$ cat config.mk
export PLATFORM = sky130hd
export DESIGN_NAME = linked_stack_free_list
export DESIGN_NICKNAME = d
export VERILOG_FILES = /design/src/rtl/core/lsfl_pkg.sv /design/src/rtl/core/linked_stack_free_list.sv /design/src/rtl/core/lsfl_ram.sv
export SDC_FILE = /design/constraint.sdc
export NUM_CORES = 1
export LEC_CHECK = 0
export BUFFER_PORTS_ARGS = -buffer_cell sky130_fd_sc_hd__buf_2
export CORE_AREA = 2 2 421 256
export DETAILED_ROUTE_END_ITERATION = 12
export DIE_AREA = 0 0 423 258
export PLACE_DENSITY = 0.75
export SLEW_MARGIN = 10
export SYNTH_ARGS = -nofsm -noshare
export SYNTH_HDL_FRONTEND = slang
export SYNTH_HIERARCHICAL = 1
export SYNTH_SLANG_ARGS = --single-unit
$ cat constraint.sdc
create_clock -name clk -period 6.7 [get_ports clk]
set_input_delay 0.335 -clock clk [delete_from_list [all_inputs] [get_ports clk]]
set_output_delay 0.335 -clock clk [all_outputs]
set_load 0.02 [all_outputs]
$ cat src/rtl/core/lsfl_pkg.sv
package lsfl_pkg;

    // Default pool size
    localparam int POOL_NODES_DEF = 32;

    // Item payload widths
    localparam int DATA_W = 32;

    typedef logic [1:0]        opcode_t;
    typedef logic [1:0]        status_t;
    typedef logic [DATA_W-1:0] data_t;

    // Operation codes
    localparam opcode_t OP_PUSH  = 2'd0;
    localparam opcode_t OP_POP   = 2'd1;
    localparam opcode_t OP_CLEAR = 2'd2;

    // Result status codes
    localparam status_t ST_DONE  = 2'd0;
    localparam status_t ST_FULL  = 2'd1;
    localparam status_t ST_EMPTY = 2'd2;

    // Popped value on an empty stack
    localparam data_t EMPTY_VALUE = '1;

endpackage

$ cat src/rtl/core/linked_stack_free_list.sv
// Linked stack in a pool of POOL_NODES nodes with a free list. Raise start for one
// cycle while busy is low to hand in an item (opcode 0 push, 1 pop, 2 clear). Every
// item gives exactly one result, shown for one cycle with done high; the receiver
// cannot stall it. Push and pop pass through the S_PUSH or S_POP state between accept
// and done (one read of the link memory, then the write-back), while a full push, an
// empty pop, a clear of an empty stack or an unused opcode raises done in the cycle
// after accept. Clear walks the stack one node per cycle through the link memory.
// A new item can be accepted in the cycle that done is high. No clearing pass after
// reset: nodes not yet taken from the pool since reset are tracked by a watermark,
// so the block is ready at once.
module linked_stack_free_list #(
    parameter int POOL_NODES = lsfl_pkg::POOL_NODES_DEF
) (
    input  logic             clk,
    input  logic             rst_n,
    input  logic             start,
    output logic             busy,
    input  lsfl_pkg::opcode_t opcode,
    input  lsfl_pkg::data_t  push_value,
    output logic             done,
    output lsfl_pkg::data_t  popped_value,
    output lsfl_pkg::status_t status
);
    import lsfl_pkg::*;

    localparam int ADDR_W = $clog2(POOL_NODES);
    localparam int IDX_W  = $clog2(POOL_NODES + 1);
    localparam logic [IDX_W-1:0] NULL_IDX = IDX_W'(POOL_NODES);
    localparam logic [IDX_W-1:0] TOP_IDX  = IDX_W'(POOL_NODES - 1);

    typedef enum logic [1:0] {
        S_IDLE,
        S_PUSH,
        S_POP,
        S_CLEAR
    } state_t;

    state_t           state_reg;
    logic [IDX_W-1:0] free_head_reg;
    logic [IDX_W-1:0] top_reg;
    logic [IDX_W-1:0] fresh_reg;     // nodes below this were never written
    data_t            arg_reg;
    logic             done_reg;
    data_t            popped_reg;
    status_t          status_reg;

    logic             link_we;
    logic [ADDR_W-1:0] link_waddr;
    logic [IDX_W-1:0] link_wdata;
    logic [ADDR_W-1:0] link_raddr;
    logic [IDX_W-1:0] link_rd;
    logic             val_we;
    data_t            val_rd;
    logic [IDX_W-1:0] push_link;
    logic             free_fresh;

    // Link of the free head: untouched nodes still chain to the next lower index
    assign free_fresh = free_head_reg < fresh_reg;
    always_comb
    begin
        if (!free_fresh)
        begin
            push_link = link_rd;
        end
        else if (free_head_reg == '0)
        begin
            push_link = NULL_IDX;
        end
        else
        begin
            push_link = free_head_reg - 1'b1;
        end
    end

    // Memory port control
    always_comb
    begin
        link_we    = 1'b0;
        val_we     = 1'b0;
        link_waddr = top_reg[ADDR_W-1:0];
        link_wdata = free_head_reg;
        link_raddr = top_reg[ADDR_W-1:0];
        unique case (state_reg)
            S_IDLE:
            begin
                if (opcode == OP_PUSH)
                begin
                    link_raddr = free_head_reg[ADDR_W-1:0];
                end
            end
            S_PUSH:
            begin
                link_we    = 1'b1;
                val_we     = 1'b1;
                link_waddr = free_head_reg[ADDR_W-1:0];
                link_wdata = top_reg;
            end
            S_POP:
            begin
                link_we = 1'b1;
            end
            S_CLEAR:
            begin
                // give back the top node, fetch the link of the next one
                link_we    = 1'b1;
                link_raddr = link_rd[ADDR_W-1:0];
            end
            default:
            begin
                link_we = 1'b0;
            end
        endcase
    end

    lsfl_ram #(
        .WIDTH (IDX_W),
        .DEPTH (POOL_NODES)
    ) u_link_ram (
        .clk   (clk),
        .we    (link_we),
        .waddr (link_waddr),
        .wdata (link_wdata),
        .raddr (link_raddr),
        .rdata (link_rd)
    );

    lsfl_ram #(
        .WIDTH (DATA_W),
        .DEPTH (POOL_NODES)
    ) u_value_ram (
        .clk   (clk),
        .we    (val_we),
        .waddr (free_head_reg[ADDR_W-1:0]),
        .wdata (arg_reg),
        .raddr (top_reg[ADDR_W-1:0]),
        .rdata (val_rd)
    );

    // Sequencer, list heads and result registers
    always_ff @(posedge clk or negedge rst_n)
    begin
        if (!rst_n)
        begin
            state_reg     <= S_IDLE;
            free_head_reg <= TOP_IDX;
            top_reg       <= NULL_IDX;
            fresh_reg     <= NULL_IDX;
            arg_reg       <= '0;
            done_reg      <= 1'b0;
            popped_reg    <= '0;
            status_reg    <= ST_DONE;
        end
        else
        begin
            done_reg <= 1'b0;
            unique case (state_reg)
                S_IDLE:
                begin
                    if (start)
                    begin
                        popped_reg <= '0;
                        status_reg <= ST_DONE;
                        arg_reg    <= push_value;
                        unique case (opcode)
                            OP_PUSH:
                            begin
                                if (free_head_reg < NULL_IDX)
                                begin
                                    state_reg <= S_PUSH;
                                end
                                else
                                begin
                                    status_reg <= ST_FULL;
                                    done_reg   <= 1'b1;
                                end
                            end
                            OP_POP:
                            begin
                                if (top_reg < NULL_IDX)
                                begin
                                    state_reg <= S_POP;
                                end
                                else
                                begin
                                    popped_reg <= EMPTY_VALUE;
                                    status_reg <= ST_EMPTY;
                                    done_reg   <= 1'b1;
                                end
                            end
                            OP_CLEAR:
                            begin
                                if (top_reg < NULL_IDX)
                                begin
                                    state_reg <= S_CLEAR;
                                end
                                else
                                begin
                                    done_reg <= 1'b1;
                                end
                            end
                            default:
                            begin
                                done_reg <= 1'b1;
                            end
                        endcase
                    end
                end
                S_PUSH:
                begin
                    free_head_reg <= push_link;
                    top_reg       <= free_head_reg;
                    if (free_fresh)
                    begin
                        fresh_reg <= fresh_reg - 1'b1;
                    end
                    done_reg  <= 1'b1;
                    state_reg <= S_IDLE;
                end
                S_POP:
                begin
                    popped_reg    <= val_rd;
                    top_reg       <= link_rd;
                    free_head_reg <= top_reg;
                    done_reg      <= 1'b1;
                    state_reg     <= S_IDLE;
                end
                S_CLEAR:
                begin
                    free_head_reg <= top_reg;
                    if (link_rd < NULL_IDX)
                    begin
                        top_reg <= link_rd;
                    end
                    else
                    begin
                        top_reg   <= NULL_IDX;
                        done_reg  <= 1'b1;
                        state_reg <= S_IDLE;
                    end
                end
                default:
                begin
                    state_reg <= S_IDLE;
                end
            endcase
        end
    end

    assign busy         = state_reg != S_IDLE;
    assign done         = done_reg;
    assign popped_value = popped_reg;
    assign status       = status_reg;

`ifndef SYNTHESIS
    // A result is only shown once the sequencer is back at rest
    a_done_idle: assert property (@(posedge clk) disable iff (!rst_n)
        !(done && busy))
        else $error("result strobe while busy");

    // Every accepted item either answers at once or starts a memory pass
    a_accept_moves: assert property (@(posedge clk) disable iff (!rst_n)
        (start && !busy) |=> (done || busy))
        else $error("accepted item neither answered nor started");

    // The never-written watermark only moves down
    a_fresh_down: assert property (@(posedge clk) disable iff (!rst_n)
        fresh_reg <= $past(fresh_reg))
        else $error("watermark moved up");

    // A node is never at the head of both lists
    a_heads_apart: assert property (@(posedge clk) disable iff (!rst_n)
        (free_head_reg < NULL_IDX && top_reg < NULL_IDX) |-> free_head_reg != top_reg)
        else $error("free head and stack top are the same node");
`endif

endmodule

$ cat src/rtl/core/lsfl_ram.sv
module lsfl_ram #(
    parameter int WIDTH = 32,
    parameter int DEPTH = 32
) (
    input  logic                     clk,
    input  logic                     we,
    input  logic [$clog2(DEPTH)-1:0] waddr,
    input  logic [WIDTH-1:0]         wdata,
    input  logic [$clog2(DEPTH)-1:0] raddr,
    output logic [WIDTH-1:0]         rdata
);

    logic [WIDTH-1:0] mem [DEPTH];

    // One write port, one registered read port
    always_ff @(posedge clk)
    begin
        if (we)
        begin
            mem[waddr] <= wdata;
        end
        rdata <= mem[raddr];
    end

endmodule
==> flow_metrics.py, run 1 <==
metrics = {
    "placement": {
        "finalWeightedCongestion": 0.910,
        "dp_cells": 4370,
        "portBuffers": 72,
        "dpl.hpwl_um": 71400,
    },
    "setup_path": {
        "reg2reg_to": "u_link_ram/rdata[3]",
        "required_ps": 7330,
        "critPathLaunchType": "register",
        "crit_path_max_fanout": 33,
        "timing.rr.start": "state_reg[0]",
        "regToRegSetupSlack_ps": 2100,
        "path_class": "register to register",
        "crit_path_end": "u_link_ram/rdata[3]",
        "ff2ff_path_depth": 10,
        "cp-startpoint": "state_reg[0]",
        "crit_arrival_ps": 5220,
        "end_kind": "register",
    },
    "clock_tree": {
        "cts_sinks": 1341,
        "cts.path.max_buffers": 3,
        "cts_tree": "yes",
        "cts-root-buf": "clkbuf_16",
        "htree_levels": 3,
        "path_clk_slew_ps": 70,
        "numCtsBuffers": 111,
        "clk_latency_ps": 740,
    },
    "timing": {
        "relSlewSlack": 0.128,
        "finalSetupTns_ps": 0,
        "skew_ps": 45.8,
        "setup_viol": 0,
        "worstMarginPinSlew_ps": 1300,
        "report.final.slew_viol_count": 0,
        "min_period_ps": 4600,
        "rsz0062_at_grt": "no",
        "hold_viol_final": 0,
        "max_freq_mhz": 218,
        "timing.final.crit_share": 0.686,
    },
    "drt": {
        "dr.pass1.iters": 5,
        "via_per_inst": 6.07,
        "drt-initial-drc-count": 3680,
        "avgRoutedWirePerCell_um": 26.8,
        "ant_nets": 0,
        "num_vias": 28000,
        "wl_um": 124000,
        "drc_errors": 0,
    },
    "layout": {
        "multi_input_area_um2": 12200,
        "final_cell_mix": "edfxtp_1, mux2i_1, nand2_1, a21oi_1, clkbuf_16",
        "layout.cells.most_common": "edfxtp_1",
        "instances_no_fill": 4617,
        "syn_to_final_growth_pct": 11.2,
        "top_regs": "u_value_ram/mem (1024), u_link_ram/mem (192)",
        "seq_area_um2": 39500,
        "layout-drive-gt1-share": 0.147,
        "final_util": 0.550,
        "fillerInstances": 8011,
        "num-nets-final": 3146,
        "regMostFlops": "u_value_ram/mem",
        "largest_reg_flops": 1024,
    },
    "floorplan": {
        "ios": 73,
        "die_w_um": 423,
        "core_area_um2": 106000,
        "die_y_um": 258,
        "die_area_um2": 109000,
        "initial_core_util": 0.494,
        "rows": 93,
    },
    "synth": {
        "synthFlopType": "edfxtp_1",
        "synthCells": 2998,
        "netlist_area_um2": 52400,
        "synth-seq-cells": 1341,
        "synth-edff-count": 1216,
        "synthArstFlopShare": 0.0649,
        "avgSynthCellArea_um2": 17.5,
        "syn-num-nets": 3052,
        "yosysUniqueCellTypes": 57,
        "ys_seq_area_frac": 0.754,
        "ys_warn_count": 6,
    },
    "global_route": {
        "grt_usage": 0.225,
        "grt_overflow": 0,
        "grt_pass1_vias": 26400,
        "antenna_found_initial": 0,
        "grt_pass1_wl_um": 182000,
        "grt_start_max_net_pins": 129,
    },
    "power_and_ir_drop": {
        "switchingPower_uw": 3040,
        "clkPwrFrac": 0.417,
        "cellPowerDensity_nw_per_um2": 266,
        "switching_share": 0.196,
        "seq_power_share": 0.580,
        "combinationalPowerShare": 0.003,
        "ir_drop_uv": 211,
        "p_int_uw": 12500,
        "leakage_uw": 0.0152,
    },
    "worst_hold_path": {
        "hold_class": "input port to register",
        "min_from": "opcode[1]",
    },
    "run": {
        "max-cap-violations": 0,
    },
    "outcome": {
        "outcome": "complete, no violations",
    },
}
-- synthesized netlist by cell type (7+ instances only) --
cell / count / area [um^2]
mux4_2: 60 / 1350
mux2i_1: 521 / 5220
dfxtp_1: 38 / 761
a21oi_1: 136 / 681
mux2_2: 44 / 495
ha_1: 17 / 213
buf_6: 19 / 214
nor2_1: 104 / 390
edfxtp_1: 1216 / 36500
buf_1: 8 / 30.0
a31oi_1: 34 / 213
nand3b_1: 10 / 75.1
dfstp_2: 7 / 184
nand2_1: 155 / 582
o21ai_0: 27 / 135
nand3_1: 104 / 521
a22oi_1: 101 / 758
clkbuf_1: 66 / 248
dfrtp_1: 80 / 2000
buf_4: 34 / 255
buf_2: 38 / 190
a22o_1: 64 / 561
inv_1: 19 / 71.3
nor3_1: 35 / 175
-- cell families (layout without fill, tap and decap cells) --
logic type	Yosys count	after routing	synth area share
AOI/OAI and AO/OA	382	382	0.0481
and+or+nand+nor	440	440	0.0383
other	0	1	0
DFF	1341	1341	0.754
buffers and inverters	187	380	0.0199
xor gates and xnor gates	6	6	0.00115
adders and majority gates	17	17	0.00406
muxes	625	625	0.135
-- worst min path at each step --
| stage | end | cells past startpoint |
|---|---|---|
| after floorplan | arg_reg[0] | 0 |
| after CTS | state_reg[0] | 4 |
| after global placement | arg_reg[5] | 1 |
| after global routing | state_reg[0] | 4 |
| final | done | 5 |
| after detailed placement | arg_reg[5] | 1 |
-- timing repair --
action,in CTS,in global routing
resized for setup,0,0
setup buffers,0,0
hold buffers,34,0
hold endpoints to repair,65,0
-- metal layers --
metal  GRT usage  share of wire  vias to the layer above
met5      0.0103        0.00056                        -
met3      0.0690           0.11                      172
met2       0.315           0.43                     1454
met1       0.345           0.44                    14400
met4      0.0505          0.020                        2
li1            -              -                    12000
-- through the flow --
stage	setup WS [ps]	area (um^2)	total power, uW	hold slack (ps)
2_1_floorplan	3400	52400	9170	39.4
3_5_place_dp	2120	54200	9200	367
6_report	2100	58200	15500	111
4_1_cts	2110	58200	15600	57.5
3_3_place_gp	2260	54200	9200	360
5_1_grt	1780	58200	15900	115
-- power by group through the flow --
stage          sequential (uW)  clock, uW  combinational (uW)
4_1_cts                   8980       6540                47.5
6_report                  8980       6470                45.7
2_1_floorplan             9170          0                3.21
3_5_place_dp              9170          0                31.1
3_3_place_gp              9170          0                30.6
5_1_grt                   8980       6880                50.9
-- critical path: stages (launching register included) --
cell and delay, ps:
dfrtp_1 410, inv_1 150, ha_1 710, inv_1 230
o21bai_1 360, nand2_1 170, o21ai_4 390, buf_4 650
mux4_2 600, mux4_2 500, mux2_2 290
-- final cells by class --
cell class                 instances  share of cell area
clock buffer                     148              0.0534
sequential                      1341               0.678
tap                             1425              0.0306
antenna                            1           0.0000430
multi-input combinational       1470               0.209
clock inverter                    64             0.00928
timing repair buffer             149              0.0187
inverter                          19             0.00122
No activity file was read; power rests on OpenSTA's default activity.
==> run 2, diff against run 1 <==
clock period = 4.35 ns   (was 6.7 ns; I/O delays follow)
==> run 2 against run 1 <==
- final cell count grew 1.1%
- critical path depth fell by 1
- non-clock buffer count grew 50
- power increased by 56%
- utilization is 0.72 points higher
- setup slack got worse by 1300 ps
- maximum frequency is 29% higher
- die area is the same
- sequential power increased by 54%
- first-iteration DRC count grew 21%
- sequential share of layout area is 0.87 points lower
- cell area increased by 1.3%
- critical endpoint is now u_link_ram/rdata[1]
- largest cell class unchanged
==> flow_metrics.py, run 2 (synthesized netlist as in run 1, its figures left out) <==
metrics = {
    "layout": {
        "final_cell_mix": "edfxtp_1, mux2i_1, nand2_1, a21oi_1, clkbuf_16",
        "fillerInstances": 7928,
        "num-nets-final": 3196,
        "top_regs": "u_value_ram/mem (1024), u_link_ram/mem (192)",
        "syn_to_final_growth_pct": 12.7,
        "multi_input_area_um2": 12200,
        "regMostFlops": "u_value_ram/mem",
        "seq_area_um2": 39500,
        "largest_reg_flops": 1024,
        "layout.cells.most_common": "edfxtp_1",
        "layout-drive-gt1-share": 0.156,
    },
    "worst_hold_path": {
        "hold_class": "input port to async pin",
    },
    "setup_path": {
        "ff2ff_path_depth": 9,
        "cpPeakStageDelay_ps": 580,
        "path_delay_family": "multiplexers",
        "timing.rr.start": "state_reg[1]",
        "path_class": "register to register",
        "regToRegSetupSlack_ps": 790,
        "reg2reg_to": "u_link_ram/rdata[1]",
        "cp-startpoint": "state_reg[1]",
        "crit_path_cell_trace": "inv_1 -> ha_1 -> buf_4 -> a32oi_1 -> o21ai_4 -> buf_4 -> mux4_2 -> mux4_2 -> mux2_2",
        "crit_arrival_ps": 4180,
        "end_kind": "register",
        "worst-path-buf-inv": 3,
        "crit_path_max_fanout": 24,
        "required_ps": 4970,
        "crit_path_end": "u_link_ram/rdata[1]",
        "critPathSlowestCell": "mux4_2",
        "critPathLaunchType": "register",
        "path_depth": 9,
    },
    "clock_tree": {
        "cts_hold_buf": 37,
        "cts.path.max_buffers": 3,
        "cts_tree": "yes",
        "htree_levels": 3,
        "cts_resized": 0,
        "cts-root-buf": "clkbuf_16",
        "numCtsBuffers": 111,
        "post-cts-setup-buffers": 0,
        "clk_latency_ps": 750,
        "path_clk_slew_ps": 70,
        "cts_sinks": 1341,
    },
    "placement": {
        "portBuffers": 72,
        "finalWeightedCongestion": 0.967,
        "dpl.hpwl_um": 75000,
    },
    "global_route": {
        "grt_start_max_net_pins": 131,
        "grt_pass1_wl_um": 190000,
        "grt_overflow": 0,
        "grt_pass1_vias": 26900,
        "antenna_found_initial": 2,
        "grt_usage": 0.241,
    },
    "drt": {
        "drt-initial-drc-count": 4471,
        "drc_errors": 0,
        "ant_nets": 0,
        "num_vias": 28600,
        "via_per_inst": 6.13,
        "avgRoutedWirePerCell_um": 28.4,
        "dr.pass1.iters": 5,
        "wl_um": 132000,
    },
    "timing": {
        "skew_ps": 60.6,
        "report.final.slew_viol_count": 0,
        "setup_viol": 0,
        "timing.final.crit_share": 0.819,
        "max_freq_mhz": 281,
        "min_period_ps": 3560,
        "rsz0062_at_grt": "no",
        "relSlewSlack": 0.257,
        "finalSetupTns_ps": 0,
        "worstMarginPinSlew_ps": 1110,
        "hold_viol_final": 0,
        "whs_ps": 37.9,
    },
    "power_and_ir_drop": {
        "leakage_uw": 0.0155,
        "ir_drop_uv": 387,
        "cellPowerDensity_nw_per_um2": 409,
    },
    "floorplan": {
        "die_area_um2": 109000,
        "initial_core_util": 0.494,
        "rows": 93,
        "core_area_um2": 106000,
        "die_w_um": 423,
        "die_y_um": 258,
        "ios": 73,
    },
    "outcome": {
        "outcome": "complete, no violations",
    },
    "run": {
        "max-cap-violations": 0,
    },
}
## run 2: cell count changes in the layout (fill, tap and decap cells not counted), sizes merged
cell,change
buf,+47
bufinv,+4
clkbuf,-1
clkinv,-4
clkinvlp,-1
diode,+2
dlygate4sd3,+3
inv,+1
## run 2: where the power goes
part | leakage [uW] | switching, uW | internal [uW] | total, uW
Clock | 0.00180 | 4690 | 5490 | 10200
Sequential | 0.00972 | 0 | 13800 | 13800
Combinational | 0.00399 | 40.5 | 36.6 | 77.2
## run 2: metrics by stage
stage / cells / instance area, um^2 / util / setup slack, ps / power, uW
2_1_floorplan: 2998 / 52400 / - / 1050 / 14100
3_3_place_gp: 4417 / 54900 / 0.519 / 1010 / 14200
3_5_place_dp: 4417 / 54900 / 0.519 / 830 / 14200
4_1_cts: 4665 / 59000 / 0.557 / 786 / 24200
5_1_grt: 4665 / 59000 / 0.557 / 569 / 24700
6_report: 4668 / 59000 / 0.557 / 788 / 24100
## run 2: layout make-up
type	count	area share
tap	1425	0.0302
antenna	3	0.000127
inverter	19	0.00121
clock buffer	147	0.0520
clock inverter	64	0.0107
sequential	1341	0.669
multi-input combinational	1470	0.207
timing repair buffer	199	0.0300
## run 2: per-layer routing
layer,vias to the layer above,routed length (um),share of wire,global-route usage
li1,12100,-,-,-
met4,0,3520,0.027,0.0669
met2,1804,54700,0.41,0.323
met3,200,18100,0.14,0.0832
met5,-,0,0,0
met1,14600,56000,0.42,0.370
## run 2: worst min path at each step
stage / start / end / slack [ps]
after global routing: rst_n / top_reg[1] / 50
final: rst_n / arg_reg[4] / 40
after floorplan: rst_n / arg_reg[0] / -80
after CTS: opcode[1] / state_reg[1] / 2
after detailed placement: rst_n / arg_reg[5] / 250
after global placement: rst_n / arg_reg[5] / 250
